## config.mk

```make
export PLATFORM = sky130hd
export DESIGN_NAME = dmx_frame_deframer_core
export DESIGN_NICKNAME = d
export VERILOG_FILES = /design/src/design/dmxd_pkg.sv /design/src/design/dmxd_front.sv /design/src/design/dmxd_queue.sv /design/src/design/dmxd_back.sv /design/src/design/dmx_frame_deframer_core.sv
export VERILOG_INCLUDE_DIRS = /design/src /design/src/design
export SDC_FILE = /design/constraint.sdc
export NUM_CORES = 1
export LEC_CHECK = 0
export BUFFER_PORTS_ARGS = -buffer_cell sky130_fd_sc_hd__buf_2
export CORE_MARGIN = 2
export CORE_UTILIZATION = 40
export DETAILED_ROUTE_END_ITERATION = 16
export GPL_TIMING_DRIVEN = 0
export PLACE_DENSITY = 0.6
export RECOVER_POWER = 25
export SYNTH_ARGS = -nofsm -noshare
export SYNTH_HDL_FRONTEND = slang
export SYNTH_HIERARCHICAL = 1
export SYNTH_SLANG_ARGS = --single-unit
```

## constraint.sdc

```tcl
create_clock -name clk -period 3.4 [get_ports clk]
set_input_delay 0.17 -clock clk [delete_from_list [all_inputs] [get_ports clk]]
set_output_delay 0.17 -clock clk [all_outputs]
set_load 0.02 [all_outputs]
```

## src/design/dmx_frame_deframer_core_assert.svh

```systemverilog
// assertion macros for the dmx frame deframer
// used by the modules that carry concurrent checks; no other dependencies
`ifndef DMX_FRAME_DEFRAMER_CORE_ASSERT_SVH
`define DMX_FRAME_DEFRAMER_CORE_ASSERT_SVH
`ifndef SYNTHESIS
`define DMX_ASSERT(label, clk, rst_n, prop) \
	label: assert property (@(posedge clk) disable iff (!rst_n) prop) \
		else $error("dmx deframer check failed");
`define DMX_ASSERT_NEVER(label, clk, rst_n, cond) \
	`DMX_ASSERT(label, clk, rst_n, !(cond))
`else
`define DMX_ASSERT(label, clk, rst_n, prop)
`define DMX_ASSERT_NEVER(label, clk, rst_n, cond)
`endif
`endif

```

## src/design/dmxd_pkg.sv

```systemverilog
// shared types and constants of the dmx frame deframer
// no dependencies
`timescale 1ns / 1ps

package dmxd_pkg;

	localparam int MAX_PORTS_DEF      = 16;
	localparam int UNIVERSE_SLOTS_DEF = 512;
	localparam int QUEUE_DEPTH        = 2;

	localparam int HALF_BITS = 7;

	localparam logic [7:0] SEND_TYPE_RST  = 8'd128;
	localparam logic [7:0] EVENT_TYPE_RST = 8'd129;

	typedef enum logic [2:0] {
		KIND_WRITE   = 3'd0,
		KIND_BADPORT = 3'd1,
		KIND_UNREG   = 3'd2,
		KIND_TYPE    = 3'd3,
		KIND_CUT     = 3'd4,
		KIND_EMPTY   = 3'd5,
		KIND_LONG    = 3'd6
	} kind_t;

	typedef enum logic [1:0] {
		REG_PORT_COUNT      = 2'd0,
		REG_PORT_REGISTERED = 2'd1,
		REG_SEND_TYPE       = 2'd2,
		REG_EVENT_TYPE      = 2'd3
	} reg_index_t;

	typedef struct packed {
		logic [4:0]  port_count;
		logic [15:0] port_registered;
		logic [7:0]  send_type;
		logic [7:0]  event_type;
	} cfg_t;

	typedef struct packed {
		kind_t      kind;
		logic [3:0] port;
		logic [6:0] value;
	} res_head_t;

endpackage

```

## src/design/dmxd_front.sv

```systemverilog
// byte parser: frame header tracking, checks and classification of each beat
// depends on dmxd_pkg
`timescale 1ns / 1ps

module dmxd_front import dmxd_pkg::*; #(
	parameter int MAX_PORTS      = MAX_PORTS_DEF,
	parameter int UNIVERSE_SLOTS = UNIVERSE_SLOTS_DEF,
	parameter int LEFT_W         = $clog2(UNIVERSE_SLOTS + 1)
) (
	input  logic              clk,
	input  logic              arst_n,
	input  logic              in_valid,
	output logic              in_ready,
	input  logic [7:0]        rx_byte,
	input  cfg_t              cfg,
	input  logic              full,
	output logic              push,
	output res_head_t         push_head,
	output logic [LEFT_W-1:0] push_left
);

	typedef enum logic [2:0] {
		PH_IDLE,
		PH_TYPE,
		PH_PORT,
		PH_LENHI,
		PH_DATA,
		PH_DONE
	} phase_t;

	phase_t      phase_q;
	logic [7:0]  type_q;
	logic [6:0]  port_q;
	logic [13:0] left_q;
	logic        dropping_q;

	logic        accept;
	logic        is_type;
	logic [13:0] len;
	kind_t       check;

	assign in_ready = !full;
	assign accept   = in_valid && !full;
	assign is_type  = rx_byte[7];
	assign len      = {left_q[13:HALF_BITS], rx_byte[HALF_BITS-1:0]};

	// header checks in priority order
	always_comb begin
		if (len == 14'd0) begin
			check = KIND_EMPTY;
		end else if (type_q != cfg.send_type && type_q != cfg.event_type) begin
			check = KIND_TYPE;
		end else if (port_q >= {2'b00, cfg.port_count} || 32'(port_q) >= MAX_PORTS) begin
			check = KIND_BADPORT;
		end else if (port_q >= 7'd16 || !cfg.port_registered[port_q[3:0]]) begin
			check = KIND_UNREG;
		end else if (32'(len) > UNIVERSE_SLOTS) begin
			check = KIND_LONG;
		end else begin
			check = KIND_WRITE;
		end
	end

	always_comb begin
		push            = 1'b0;
		push_head.kind  = KIND_WRITE;
		push_head.port  = port_q[3:0];
		push_head.value = 7'd0;
		push_left       = '0;
		if (accept) begin
			if (is_type) begin
				if (phase_q == PH_TYPE || phase_q == PH_PORT || phase_q == PH_LENHI ||
						(phase_q == PH_DATA && !dropping_q)) begin
					push           = 1'b1;
					push_head.kind = KIND_CUT;
				end
			end else begin
				case (phase_q)
					PH_LENHI: begin
						if (check != KIND_WRITE) begin
							push           = 1'b1;
							push_head.kind = check;
						end
					end
					PH_DATA: begin
						if (left_q != 14'd0 && !dropping_q) begin
							push            = 1'b1;
							push_head.value = rx_byte[6:0];
							push_left       = left_q[LEFT_W-1:0];
						end
					end
					default: begin
					end
				endcase
			end
		end
	end

	always_ff @(posedge clk or negedge arst_n) begin
		if (!arst_n) begin
			phase_q    <= PH_IDLE;
			type_q     <= 8'd0;
			port_q     <= 7'd0;
			left_q     <= 14'd0;
			dropping_q <= 1'b0;
		end else if (accept) begin
			if (is_type) begin
				type_q     <= rx_byte;
				port_q     <= 7'd0;
				left_q     <= 14'd0;
				dropping_q <= 1'b0;
				phase_q    <= PH_TYPE;
			end else begin
				case (phase_q)
					PH_TYPE: begin
						port_q  <= rx_byte[6:0];
						phase_q <= PH_PORT;
					end
					PH_PORT: begin
						left_q  <= {rx_byte[6:0], 7'd0};
						phase_q <= PH_LENHI;
					end
					PH_LENHI: begin
						left_q <= len;
						if (check == KIND_EMPTY) begin
							phase_q <= PH_DONE;
						end else begin
							phase_q <= PH_DATA;
							if (check != KIND_WRITE) begin
								dropping_q <= 1'b1;
							end
						end
					end
					PH_DATA: begin
						if (left_q <= 14'd1) begin
							phase_q    <= PH_DONE;
							dropping_q <= 1'b0;
						end
						if (left_q != 14'd0) begin
							left_q <= left_q - 14'd1;
						end
					end
					default: begin
					end
				endcase
			end
		end
	end

endmodule

```

## src/design/dmxd_queue.sv

```systemverilog
// short result queue between parser and output stage
// depends on dmxd_pkg and the assertion macro header
`timescale 1ns / 1ps
`include "dmx_frame_deframer_core_assert.svh"

module dmxd_queue import dmxd_pkg::*; #(
	parameter int WIDTH = 8,
	parameter int DEPTH = QUEUE_DEPTH
) (
	input  logic             clk,
	input  logic             arst_n,
	input  logic             push,
	input  logic [WIDTH-1:0] push_data,
	input  logic             pop,
	output logic [WIDTH-1:0] pop_data,
	output logic             full,
	output logic             empty
);

	localparam int PTR_W = (DEPTH > 1) ? $clog2(DEPTH) : 1;
	localparam int CNT_W = $clog2(DEPTH + 1);

	logic [WIDTH-1:0] mem_q [DEPTH];
	logic [PTR_W-1:0] wr_ptr_q;
	logic [PTR_W-1:0] rd_ptr_q;
	logic [CNT_W-1:0] count_q;

	assign full     = count_q == CNT_W'(DEPTH);
	assign empty    = count_q == '0;
	assign pop_data = mem_q[rd_ptr_q];

	always_ff @(posedge clk) begin
		if (push) begin
			mem_q[wr_ptr_q] <= push_data;
		end
	end

	always_ff @(posedge clk or negedge arst_n) begin
		if (!arst_n) begin
			wr_ptr_q <= '0;
			rd_ptr_q <= '0;
			count_q  <= '0;
		end else begin
			if (push) begin
				wr_ptr_q <= (wr_ptr_q == PTR_W'(DEPTH - 1)) ? '0 : wr_ptr_q + PTR_W'(1);
			end
			if (pop) begin
				rd_ptr_q <= (rd_ptr_q == PTR_W'(DEPTH - 1)) ? '0 : rd_ptr_q + PTR_W'(1);
			end
			if (push && !pop) begin
				count_q <= count_q + CNT_W'(1);
			end else if (pop && !push) begin
				count_q <= count_q - CNT_W'(1);
			end
		end
	end

	// the parser must hold off when full, the output stage when empty
	`DMX_ASSERT_NEVER(a_push_full, clk, arst_n, push && full)
	`DMX_ASSERT_NEVER(a_pop_empty, clk, arst_n, pop && empty)
	`DMX_ASSERT_NEVER(a_count_range, clk, arst_n, count_q > CNT_W'(DEPTH))

endmodule

```

## src/design/dmxd_back.sv

```systemverilog
// output stage: slot and last computation, result register toward the receiver
// depends on dmxd_pkg
`timescale 1ns / 1ps

module dmxd_back import dmxd_pkg::*; #(
	parameter int UNIVERSE_SLOTS = UNIVERSE_SLOTS_DEF,
	parameter int LEFT_W         = $clog2(UNIVERSE_SLOTS + 1)
) (
	input  logic              clk,
	input  logic              arst_n,
	input  logic              empty,
	input  res_head_t         head,
	input  logic [LEFT_W-1:0] left,
	output logic              pop,
	output logic              out_valid,
	input  logic              out_ready,
	output logic [2:0]        kind,
	output logic [3:0]        port,
	output logic [8:0]        slot,
	output logic [6:0]        value,
	output logic              last
);

	logic        out_valid_q;
	logic [2:0]  kind_q;
	logic [3:0]  port_q;
	logic [8:0]  slot_q;
	logic [6:0]  value_q;
	logic        last_q;
	logic        is_write;
	logic [9:0]  slot_full;

	assign pop       = !empty && (!out_valid_q || out_ready);
	assign is_write  = head.kind == KIND_WRITE;
	// slot counts up as the remaining count runs down
	assign slot_full = 10'(UNIVERSE_SLOTS) - 10'(left);

	always_ff @(posedge clk or negedge arst_n) begin
		if (!arst_n) begin
			out_valid_q <= 1'b0;
		end else if (pop) begin
			out_valid_q <= 1'b1;
		end else if (out_ready) begin
			out_valid_q <= 1'b0;
		end
	end

	always_ff @(posedge clk) begin
		if (pop) begin
			kind_q  <= head.kind;
			port_q  <= head.port;
			value_q <= is_write ? head.value : 7'd0;
			slot_q  <= is_write ? slot_full[8:0] : 9'd0;
			last_q  <= is_write && (left == LEFT_W'(1));
		end
	end

	assign out_valid = out_valid_q;
	assign kind      = kind_q;
	assign port      = port_q;
	assign slot      = slot_q;
	assign value     = value_q;
	assign last      = last_q;

endmodule

```

## src/design/dmx_frame_deframer_core.sv

```systemverilog
// top level of the dmx frame deframer: config registers, parser, queue, output stage
// depends on dmxd_pkg, dmxd_front, dmxd_queue and dmxd_back
`timescale 1ns / 1ps

// usage:
// - input channel in_valid/in_ready/rx_byte: one link byte per beat; a byte with
//   its top bit set opens a frame (type), then port, length high, length low, data
// - output channel out_valid/out_ready: one result beat per data byte of an
//   accepted frame (kind write, slot, value, last on the final byte) or one status
//   beat per header error or cut-off frame; other bytes give nothing
// - config channel cfg_valid/cfg_ready/cfg_index/cfg_data: always ready, one
//   register per beat; write only while the block is idle
// - throughput: one byte per cycle, sustained, as long as the receiver keeps up;
//   the parser updates its small header state with each accepted byte
// - path: the parser writes a result into the queue at the edge that takes its
//   byte, and the output register loads it from the queue once that register is
//   free
// - stall: while the receiver holds out_ready low, results pile up in the queue;
//   in_ready drops only once the queue is full, so no beat is lost
// - reset: parser goes idle, queue and output register empty, registers take
//   port_count 0, no ports registered, send type 128, event type 129
module dmx_frame_deframer_core import dmxd_pkg::*; #(
	parameter int MAX_PORTS      = MAX_PORTS_DEF,
	parameter int UNIVERSE_SLOTS = UNIVERSE_SLOTS_DEF
) (
	input  logic        clk,
	input  logic        arst_n,
	input  logic        in_valid,
	output logic        in_ready,
	input  logic [7:0]  rx_byte,
	output logic        out_valid,
	input  logic        out_ready,
	output logic [2:0]  kind,
	output logic [3:0]  port,
	output logic [8:0]  slot,
	output logic [6:0]  value,
	output logic        last,
	input  logic        cfg_valid,
	output logic        cfg_ready,
	input  logic [1:0]  cfg_index,
	input  logic [15:0] cfg_data
);

	localparam int LEFT_W  = $clog2(UNIVERSE_SLOTS + 1);
	localparam int HEAD_W  = $bits(res_head_t);
	localparam int ENTRY_W = HEAD_W + LEFT_W;

	cfg_t cfg_q;

	// parser to queue
	logic              push;
	res_head_t         push_head;
	logic [LEFT_W-1:0] push_left;
	logic              full;

	// queue to output stage
	logic               pop;
	logic               empty;
	logic [ENTRY_W-1:0] pop_data;
	res_head_t          pop_head;
	logic [LEFT_W-1:0]  pop_left;

	// config registers, written one beat at a time
	assign cfg_ready = 1'b1;

	always_ff @(posedge clk or negedge arst_n) begin
		if (!arst_n) begin
			cfg_q.port_count      <= 5'd0;
			cfg_q.port_registered <= 16'd0;
			cfg_q.send_type       <= SEND_TYPE_RST;
			cfg_q.event_type      <= EVENT_TYPE_RST;
		end else if (cfg_valid) begin
			case (reg_index_t'(cfg_index))
				REG_PORT_COUNT:      cfg_q.port_count      <= cfg_data[4:0];
				REG_PORT_REGISTERED: cfg_q.port_registered <= cfg_data;
				REG_SEND_TYPE:       cfg_q.send_type       <= cfg_data[7:0];
				REG_EVENT_TYPE:      cfg_q.event_type      <= cfg_data[7:0];
				default: begin
				end
			endcase
		end
	end

	// front: header tracking and classification of each byte
	dmxd_front #(
		.MAX_PORTS      (MAX_PORTS),
		.UNIVERSE_SLOTS (UNIVERSE_SLOTS),
		.LEFT_W         (LEFT_W)
	) u_front (
		.clk       (clk),
		.arst_n    (arst_n),
		.in_valid  (in_valid),
		.in_ready  (in_ready),
		.rx_byte   (rx_byte),
		.cfg       (cfg_q),
		.full      (full),
		.push      (push),
		.push_head (push_head),
		.push_left (push_left)
	);

	// queue decouples the parser from receiver stalls
	dmxd_queue #(
		.WIDTH (ENTRY_W),
		.DEPTH (QUEUE_DEPTH)
	) u_queue (
		.clk       (clk),
		.arst_n    (arst_n),
		.push      (push),
		.push_data ({push_head, push_left}),
		.pop       (pop),
		.pop_data  (pop_data),
		.full      (full),
		.empty     (empty)
	);

	assign pop_head = res_head_t'(pop_data[ENTRY_W-1:LEFT_W]);
	assign pop_left = pop_data[LEFT_W-1:0];

	// back: slot numbering and the output register
	dmxd_back #(
		.UNIVERSE_SLOTS (UNIVERSE_SLOTS),
		.LEFT_W         (LEFT_W)
	) u_back (
		.clk       (clk),
		.arst_n    (arst_n),
		.empty     (empty),
		.head      (pop_head),
		.left      (pop_left),
		.pop       (pop),
		.out_valid (out_valid),
		.out_ready (out_ready),
		.kind      (kind),
		.port      (port),
		.slot      (slot),
		.value     (value),
		.last      (last)
	);

endmodule
```

# After elaboration in Yosys (flattened, before gate mapping)
# Memory sizes are Yosys's and may differ from the RTL's.
# Index checks and enable logic that the tools add are counted.
classes:
  n_addsub: 6
  magnitude_cmp: 6
  eq_ne: 17
  mux: 48
  reduce_logical: 44
ops:
  columns: ["operator", "count"]
  rows:
  - ["2-to-1 mux 7 bit", 6]
  - ["one-hot mux 14 bit (3 select lines)", 1]
  - ["2-to-1 mux 10 bit", 4]
  - ["2-to-1 mux 3 bit", 12]
  - ["2-to-1 mux 14 bit", 2]
  - ["2-to-1 mux 1 bit", 17]
  - ["!= test 8 bit", 2]
  - ["greater-or-equal comparator 7 x 5 -> 1 bit, second input constant", 2]
  - ["greater-than comparator 14 x 10 -> 1 bit, second input constant", 1]
  - ["less-or-equal comparator 14 x 1 -> 1 bit, second input constant", 1]
  - ["logical NOT 14 bit", 1]
  - ["nonzero test 14 bit", 1]
  - ["subtractor 14 x 1 -> 14 bit, second input constant", 1]
  - ["!= test 3 bit, second input constant", 4]
  - ["one-hot mux 3 bit (4 select lines)", 1]
  - ["AND reduction 2 bit", 6]
  - ["equality test 10 x 1 -> 1 bit, second input constant", 1]
  - ["nonzero test 3 bit", 3]
  - ["subtractor 1 x 9 -> 9 bit, first input constant", 1]
  - ["logical AND 1 bit", 8]
  - ["greater-or-equal comparator 7 x 5 -> 1 bit", 1]
  - ["logical NOT 1 bit", 7]
  - ["equality test 2 bit, second input constant", 3]
  - ["equality test 3 x 2 -> 1 bit, second input constant", 2]
  - ["20 further kinds", 33]
word_totals:
  reg_bits: 99
  ram_bits: 48
  mem_count: 1
memory_table:
  columns: ["memory", "depth", "word_bits", "rd", "rd_ports_with_merged_regs", "write_ports", "line", "source"]
  rows:
  - ["u_queue.mem_q", 2, 24, 1, 0, 1, "dmxd_queue.sv:23", "logic [WIDTH-1:0] mem_q [DEPTH];"]

# Longest topological paths before layout
# Gate-level depths: netlist (run 1).
logic_depth:
  word_depth: 17
  depth_mapped: 12
  ltp_nobuf: 11

# Modules after synthesis
# Netlist (run 1), hierarchy kept.
modules_own_cells:
  columns: ["mod", "instances", "cells_each", "area_per_inst_um2", "seq_area_each_um2"]
  rows:
  - ["dmxd_front", 1, 292, 2605.0, 825.8]
  - ["dmxd_queue", 1, 91, 2020.7, 1541.5]
  - ["dmx_frame_deframer_core", 1, 81, 1466.4, 929.6]
  - ["dmxd_back", 1, 72, 1062.3, 745.7]

# Worst setup path before layout (run 1)
# Ideal clock, no wire load.
synth_path:
  path_type: "reg-to-reg"
  from: "reg u_front.port_q[0]"
  to: "mem u_queue/mem_q[0][0] (netlist bit), enable pin"
  setup_time_ps: 408
  t_arrival_ps: 2750
  t_required_ps: 2992
  setup_slack_ps: 242
  path_stages_with_launch: 7
  path_buffers: 1
  period_less_slack_ps: 3158
  cell_sequence: "dfrtp_1 -> buf_2 -> mux4_2 -> o2111ai_1 -> a211o_1 -> o21a_1 -> nor2b_1"
synth_via:
  elab_chain_cells: 15
synth_rtl:
  columns: ["item", "line", "source"]
  rows:
  - ["from (decl)", "dmxd_front.sv:33", "logic [6:0] port_q;"]
  - ["from (signal assigned)", "dmxd_front.sv:116", "port_q <= rx_byte[6:0];"]
  - ["binary-select mux 1 bit (select 4 bit)", "dmxd_front.sv:55", "end else if (port_q >= 7'd16 || !cfg.port_registered[port_q[3:0]]) begin"]
  - ["2-to-1 mux 1 bit (implied by the code)", "dmxd_front.sv:55", null]
  - ["logical NOT 1 bit", "dmxd_front.sv:55", null]
  - ["logical OR 1 bit", "dmxd_front.sv:55", null]
  - ["2-to-1 mux 3 bit", "dmxd_front.sv:55", null]
  - ["2-to-1 mux 3 bit *", "dmxd_front.sv:53", "end else if (port_q >= {2'b00, cfg.port_count} || 32'(port_q) >= MAX_PORTS) begin"]
  - ["2-to-1 mux 3 bit *", "dmxd_front.sv:51", "end else if (type_q != cfg.send_type && type_q != cfg.event_type) begin"]
  - ["2-to-1 mux 3 bit *", "dmxd_front.sv:49", "if (len == 14'd0) begin"]
  - ["nonzero test 3 bit *", "dmxd_front.sv:80", "if (check != KIND_WRITE) begin"]
  - ["2-to-1 mux 1 bit *", "dmxd_front.sv:80", null]
  - ["one-hot mux 1 bit (2 select lines) *", "dmxd_front.sv:78", "case (phase_q)"]
  - ["2-to-1 mux 1 bit *", "dmxd_front.sv:71", "if (is_type) begin"]
  - ["2-to-1 mux 1 bit *", "dmxd_front.sv:70", "if (accept) begin"]
  - ["via push", "dmx_frame_deframer_core.sv:51", "logic push;"]
  - ["2-to-1 mux 1 bit *", "dmxd_queue.sv:33", "if (push) begin"]
  - ["2-to-1 mux 1 bit (implied by the code) *", "dmxd_queue.sv:34", "mem_q[wr_ptr_q] <= push_data;"]
  - ["to (decl)", "dmxd_queue.sv:23", null]
# Mark *: on every way through the listed nets, which the timed path passes. The rest lies on a longest branch. The select of a mux whose other input is x is not followed.

# Final worst setup path (run 1)
layout_path:
  from: "reg u_front.port_q[0]"
  to: "mem u_queue/mem_q[0][11] (netlist bit), enable pin"
# The elaborated chain is that of the path after synthesis.

==> impl_results.md, run 1 <==
* Met3 Use GR at 0.0416
* Clock-pin slew on the worst setup and hold paths at 0.06 ns
* Congestion Overflow GR at 0
* DR DRC count at 0
* Final Skew at 0.0117 ns
* Avg Cell Area, Syn at 13.3 sq um
* Setup TNS at 0 ns
* Routed len/inst at 16.9 microns
* CP max-delay cell: mux4_2
* Crit-path max cell delay at 0.57 ns
* ANT cells at 0
* Vias in the first global route at 4545
* RSZ-0062 raised after global routing: false
* Max-slew violations at 32
* Max Clock Freq at 336 MHz
* Post-route ant nets at 0
* Area contributors post-synth: edfxtp_1 30%, dfrtp_1 25%, mux2_2 6.5%, mux2_4 6.1%, xor2_1 2.9%
* Final Cycle Share at 0.876
* Total wire length at 14500 microns
* Cells after synthesis at 536
* Dpl cell area at 0.00778 sq mm
* Core area at 0.0174 sq mm
* Synthesized flop and latch total at 147
* Die area at 0.0190 sq mm
* Worst slew margin at -0.104
* MaxCap Viol Count at 1
* Worst path cell trace: buf_2 -> mux4_2 -> o2111ai_1 -> a211o_1 -> o21a_1 -> nor2b_2 -> buf_8
* Drt first pass iters at 5
* Rows at 48
* Tmin final at 2.98 ns
* Hold Vio Cnt, Final at 0
* Sink Count at 147
* Via Count at 4503
* Max Root-Sink Buffers at 2
* Worst endpoint required time at 3.51 ns
* IR drop worst, VDD at 454 uV
* Crit. End Element: flop
* Top-area cell type share of the netlist area at 0.302
* Crit-path max FO at 16
* Cell Area, Synth at 0.00715 sq mm
* Dominant cell type by area after synthesis: edfxtp_1
* Synth warn at 6
* GR peak layer: met2
* All-Layer GR Usage at 0.164
* CTS tree: built
* Synth unique cells at 71
* First-pass GRT wire length at 23600 microns
* Share of layout cells above drive strength 1 at 0.286
* Clock root buffer: clkbuf_16
* WP data arrival at 3.09 ns
* Global placement routability congestion at 0.891
* Number of buffers created by CTS at 17
* Drt first-iter violations at 300
* Post-synth top cells: 72 x dfrtp_1, 72 x edfxtp_1, 41 x mux2_2, 29 x mux2_4, 28 x nor2_1
* Crit start category: flop
* PortBufs at 56
* DR vias/cell at 5.22
* Syn-to-layout area delta at 16.7%
* Asr flop ratio synth at 0.510
* # IOs at 58
* H-tree levels at 4
* Die Span X at 138 microns
* Synth Net Count at 578
* Worst-Skew Late Latency at 0.41 ns
* Class of the worst hold path: in2reg
* Final setup violation count at 0
* Critical path class: reg2reg
* Dpl hpwl at 10500 microns
* Status: finished with violations
* Antenna violations before repair at 0
* Power Dens Cells at 882 mW/mm^2
* P_leak at 3.40 nW
* Die span in y at 138 microns
* Post-synthesis sequential area ratio at 0.565
* Failing checks: capacitance limit, slew limit
* Design area at 0.00835 sq mm
* Post-synth EDFFs at 72
* Initial Utilization at 0.411
* Met1 usage at 0.207
* Largest net degree at the start of global routing at 46
* Synth Flop Type: edfxtp_1
* Fin nets at 666
* Worst-Margin Slew at 1.66 ns
* Met2 usage at 0.274
cell type report:
cell class | instances | area, sq um
inverter | 16 | 60.1
clock inverter | 7 | 43.8
clock buffer | 25 | 508
tap | 225 | 282
timing repair buffer | 69 | 413
sequential | 147 | 4040
buffer | 18 | 136
multi-input combinational | 355 | 2860
fill | 1551 | 9070
worst max-delay path: cells and delay by family, from the launching register on:
family	cells	cell delay, ns
AOI/OAI and AO/OA	3	0.79
muxes	1	0.57
DFF	1	0.33
buffers and inverters	2	0.48
and+or+nand+nor	1	0.49
cell families after synthesis:
family / after synthesis / synth area share
mux: 74 / 0.134
other cells: 1 / 0.000524
buf+inv: 34 / 0.0285
xor+xnor: 29 / 0.0355
fa+ha+maj: 11 / 0.0192
flops: 147 / 0.565
simple gates: 155 / 0.135
compound gates: 85 / 0.0813
path summary, 6_finish.rpt:
kind / start / endpoint / slack, ns / depth (start not counted)
setup / recovery: u_front/port_q[0]$_DFFE_PN0P_ / u_queue/mem_q[0][11]$_DFFE_PP_ / 0.42 / 7
hold / removal: cfg_data[5] / cfg_q[21]$_DFFE_PN0P_ / 0.02 / 2
min in group asynchronous: arst_n / u_front/left_q[10]$_DFFE_PN0P_ / 0.73 / 2
hold reg to reg: cfg_q[19]$_DFFE_PN0P_ / cfg_q[19]$_DFFE_PN0P_ / 0.50 / 1
max in group asynchronous: arst_n / cfg_q[25]$_DFFE_PN0P_ / 0.77 / 3
setup reg to reg: u_front/port_q[0]$_DFFE_PN0P_ / u_queue/mem_q[0][11]$_DFFE_PP_ / 0.42 / 7
state kept, by name, indices dropped and copies added, names as in the netlist:
name                cells
u_queue/mem_q          48
u_back/kind             3
u_back/last             1
u_back/out_valid        1
u_front/dropping_q      1
u_back/slot             9
u_queue/rd_ptr_q        1
u_front/left_q         14
u_front/port_q          7
u_front/type_q          8
u_front/phase_q         3
u_back/port             4
u_queue/wr_ptr_q        1
u_queue/count_q         2
cfg_q                  37
u_back/value            7
layer usage:
metal / routed length (microns) / up-vias
li1: - / 2155
met1: 6610 / 2228
met2: 7090 / 108
met5: 0 / -
met3: 633 / 12
met4: 214 / 0
cells in the final DEF, fill, tap and decap left out, drive strengths merged, types with 3 or more instances in the layout:
| cell | n |
|---|---|
| a21o | 6 |
| buf | 65 |
| a221o | 3 |
| a22oi | 5 |
| mux2 | 70 |
| o211ai | 4 |
| nor3b | 4 |
| nor2b | 7 |
| nand3b | 4 |
| ha | 11 |
| dfstp | 3 |
| a22o | 7 |
| dlygate4sd3 | 10 |
| xnor2 | 5 |
| a21oi | 14 |
| nor4 | 14 |
| inv | 18 |
| and2 | 27 |
| nand2 | 18 |
| nor2 | 28 |
| nand3 | 9 |
| edfxtp | 72 |
| o21ai | 24 |
| clkinv | 4 |
| nor3 | 15 |
| or4 | 6 |
| clkbuf | 37 |
| xor2 | 24 |
| nand2b | 13 |
| dfrtp | 72 |
through the flow:
| stage | utilization | power [mW] | hold slack [ns] | setup slack [ns] | instances |
|---|---|---|---|---|---|
| finish | 0.479 | 7.36 | 0.0190 | 0.422 | 862 |
| global route | 0.479 | 7.82 | 0.00520 | 0.167 | 862 |
| CTS | 0.484 | 7.43 | 0.00994 | 0.135 | 862 |
| detailed placement | 0.447 | 5.68 | 0.139 | 0.144 | 820 |
| global placement | 0.443 | 5.57 | 0.381 | -0.607 | 817 |
| floorplan | - | 4.94 | -0.126 | 0.242 | 536 |
power breakdown:
part | switching [mW] | leakage (nW) | internal [mW] | total [mW]
Sequential | 0.351 | 1.61 | 2.44 | 2.79
Combinational | 1.56 | 1.52 | 1.29 | 2.85
Clock | 0.679 | 0.272 | 1.04 | 1.72
Total | 2.59 | 3.40 | 4.77 | 7.36
timing repair:
item / CTS / global route
endpoints found under the setup margin: 0 / 24
gates resized for setup: 0 / 1
hold buffers: 10 / 0
hold endpoints to repair: 37 / 0
buffers inserted: 0 / 0
No activity file was read; power rests on OpenSTA's default activity.
==> run 2, diff against run 1 <==
CORE_UTILIZATION = 36   (was 40)
PLACE_DENSITY = 0.56   (was 0.6)
==> run 2 against run 1 <==
The flow still finishes with violations (capacitance limit, slew limit). Non-clock buffer count up 1. Worst setup slack worse by 0.0080 ns. Flip-flop and latch count unchanged. Core utilization down 4.3 points. Die area up 11%. Routed wire length up 2.4%. Final cell count up 4.8%. Power up 3.1%. Global-route usage down 1.9 points. Sequential share of layout area down 0.82 points. Clock-buffer cell count unchanged. Hold slack worse by 0.0065 ns. Critical path type unchanged.
==> impl_results.md, run 2 (synthesis gave the netlist of run 1 again) <==
* Buf/Inv on CP at 3 (+1)
* H-tree levels at 4 (unchanged)
* Reg2reg start: u_front/port_q[0]$_DFFE_PN0P_
* Worst slack at placement at 0.134 ns (-0.0101 ns)
* Crit. End Element: flop
* Antenna violations before repair at 0 (unchanged)
* Die area at 0.0210 sq mm (+11%)
* Number of flip-flops in the largest register at 48 (unchanged)
* Hold Vio Cnt, Final at 0 (unchanged)
* P_leak at 3.45 nW (+1.3%)
* Class of the worst hold path: in2reg
* Crit-path max FO at 17 (+1)
* Drt first pass iters at 5 (unchanged)
* Post-route ant nets at 0 (unchanged)
* Clock-pin slew on the worst setup and hold paths at 0.06 ns (about the same)
* Worst slew margin at -0.0175 (+0.0867)
* Via Count at 4496 (-0.16%)
* Crit path to: u_queue/mem_q[0][9]$_DFFE_PP_
* Final worst slack at 0.414 ns (-0.00797 ns)
* Failing checks: capacitance limit, slew limit
* Total wire length at 14900 microns (+2.4%)
* R2r setup slk at 0.41 ns (about the same)
* Final setup violation count at 0 (unchanged)
* Die Span X at 145 microns (+5.2%)
* Share of layout cells above drive strength 1 at 0.293 (+0.00739)
* Worst Setup SP: u_front/port_q[0]$_DFFE_PN0P_
* DR DRC count at 0 (unchanged)
* Fin nets at 667 (+0.15%)
* Tmin final at 2.99 ns (+0.00797 ns)
* Critical path class: reg2reg
* # IOs at 58 (unchanged)
* Syn-to-layout area delta at 18.7%
* RSZ-0062 raised after global routing: false
* CP top delay family: compound AO/OA/AOI/OAI gates
* Crit start category: flop
* IR drop worst, VDD at 414 uV (-8.7%)
* Max Clock Freq at 335 MHz (-0.27%)
* Worst-Skew Late Latency at 0.42 ns (about the same)
* Routed len/inst at 16.5 microns (-2.2%)
* Global placement routability congestion at 0.868 (-2.6%)
* Status: finished with violations
* WP data arrival at 3.11 ns (+0.02 ns)
* Drt first-iter violations at 321 (+7.0%)
* Sink Count at 147 (unchanged)
* Max-slew violations at 61 (+91%)
* Crit-path max cell delay at 0.50 ns (-0.07 ns)
* CTS tree: built
* Worst endpoint required time at 3.52 ns (about the same)
* Final Cycle Share at 0.878 (+0.00235)
* Reg2Reg Depth at 10 (+3)
* Biggest regs: u_queue/mem_q: 48 flops, cfg_q: 37 flops, u_front/left_q: 14 flops
* RR Endpoint: u_queue/mem_q[0][9]$_DFFE_PP_
* Commonest cells after routing, fill and taps aside: 72 x dfrtp_1, 72 x edfxtp_1, 55 x buf_2
* Setup TNS at 0 ns (unchanged)
* Worst-Margin Slew at 1.53 ns (-0.130 ns)
* Most flop-heavy register: u_queue/mem_q
* Wire length on met1 at 6880 microns (+4.1%)
* Die span in y at 145 microns (+5.2%)
* PortBufs at 56 (unchanged)
* Rows at 51 (+6.3%)
* Number of buffers created by CTS at 17 (unchanged)
* Vias in the first global route at 4513 (-0.70%)
* Final Skew at 0.0131 ns (+0.00148 ns)
* Metal2 WL at 7050 microns (-0.68%)
* Highest Signal Layer: met4
* MaxCap Viol Count at 1 (unchanged)
* Core area at 0.0195 sq mm (+12%)
* Critical Path Stages at 10 (+3)
* Power Dens Cells at 894 mW/mm^2 (+1.4%)
* ANT cells at 0 (unchanged)
* Dpl hpwl at 10800 microns (+3.2%)
* Min Hold Slack at 0.0125 ns (-0.00649 ns)
* Clock root buffer: clkbuf_16
* CP max-delay cell: nor2b_2
* Initial Utilization at 0.368 (-0.0432)
* Max Root-Sink Buffers at 2 (unchanged)
* Worst path cell trace: buf_2 -> inv_1 -> ha_1 -> nand2b_1 -> a31oi_1 -> o21ai_0 -> a211o_1 -> o21a_1 -> nor2b_2 -> buf_16
* All-Layer GR Usage at 0.145 (-0.0194)
* Met3 routed WL at 656 microns (+3.6%)
* Congestion Overflow GR at 0 (unchanged)
* Largest net degree at the start of global routing at 61 (+33%)
* DR vias/cell at 4.98 (-4.7%)
* First-pass GRT wire length at 23900 microns (+1.5%)
==> run 2: how the worst min path moves through the flow <==
stage,slack (ns),startpoint,end,cells after the start
floorplan,-0.13,arst_n,cfg_q[10]$_DFFE_PN0P_,0
global placement,0.38,out_ready,u_back/out_valid$_DFFE_PN0P_,2
detailed placement,0.05,arst_n,cfg_q[33]$_DFFE_PN0P_,1
CTS,0.004,cfg_data[6],cfg_q[22]$_DFFE_PN0P_,2
global route,0.02,cfg_data[6],cfg_q[22]$_DFFE_PN0P_,2
finish,0.01,cfg_data[6],cfg_q[22]$_DFFE_PN0P_,2
==> run 2: worst register-to-register path: cells and delay by family, from the launching register on <==
family	cells	cell delay, ns
compound gates	4	0.91
simple gates	2	0.59
fa+ha+maj	1	0.27
buf+inv	3	0.57
flops	1	0.35
==> run 2: cell type report <==
class,instances,area (sq um)
Timing Repair Buffer,70,434
Tap cell,265,332
Buffer,18,136
Sequential cell,147,4040
Inverter,16,60.1
Fill cell,1787,11000
Multi-Input combinational cell,355,2870
Clock inverter,7,92.6
Clock buffer,25,528
==> run 2: power breakdown <==
part	switching (mW)	leakage [nW]	internal (mW)
logic	1.56	1.53	1.30
clock network	0.697	0.304	1.23
registers	0.361	1.61	2.44
total	2.62	3.45	4.97
==> run 2: repair_timing <==
item / CTS / global route
hold buffers: 11 / 0
endpoints found under the hold margin: 82 / 0
setup buffers: 0 / 0
resized for setup: 0 / 1
endpoints found under the setup margin: 0 / 24
==> run 2: metrics by stage <==
stage / util / power, mW / instance area, sq um / instances
final: 0.436 / 7.59 / 8490 / 903
after detailed placement: 0.403 / 5.70 / 7850 / 860
after global routing: 0.436 / 8.04 / 8490 / 903
after floorplan: - / 4.94 / 7150 / 536
after global placement: 0.399 / 5.62 / 7770 / 857
after CTS: 0.441 / 7.66 / 8580 / 903
==> run 2: routing by layer <==
| layer | track usage | vias to the layer above |
|---|---|---|
| li1 | - | 2160 |
| met1 | 0.184 | 2205 |
| met2 | 0.238 | 110 |
| met3 | 0.0368 | 21 |
| met4 | 0.0564 | 0 |
| met5 | 0 | - |
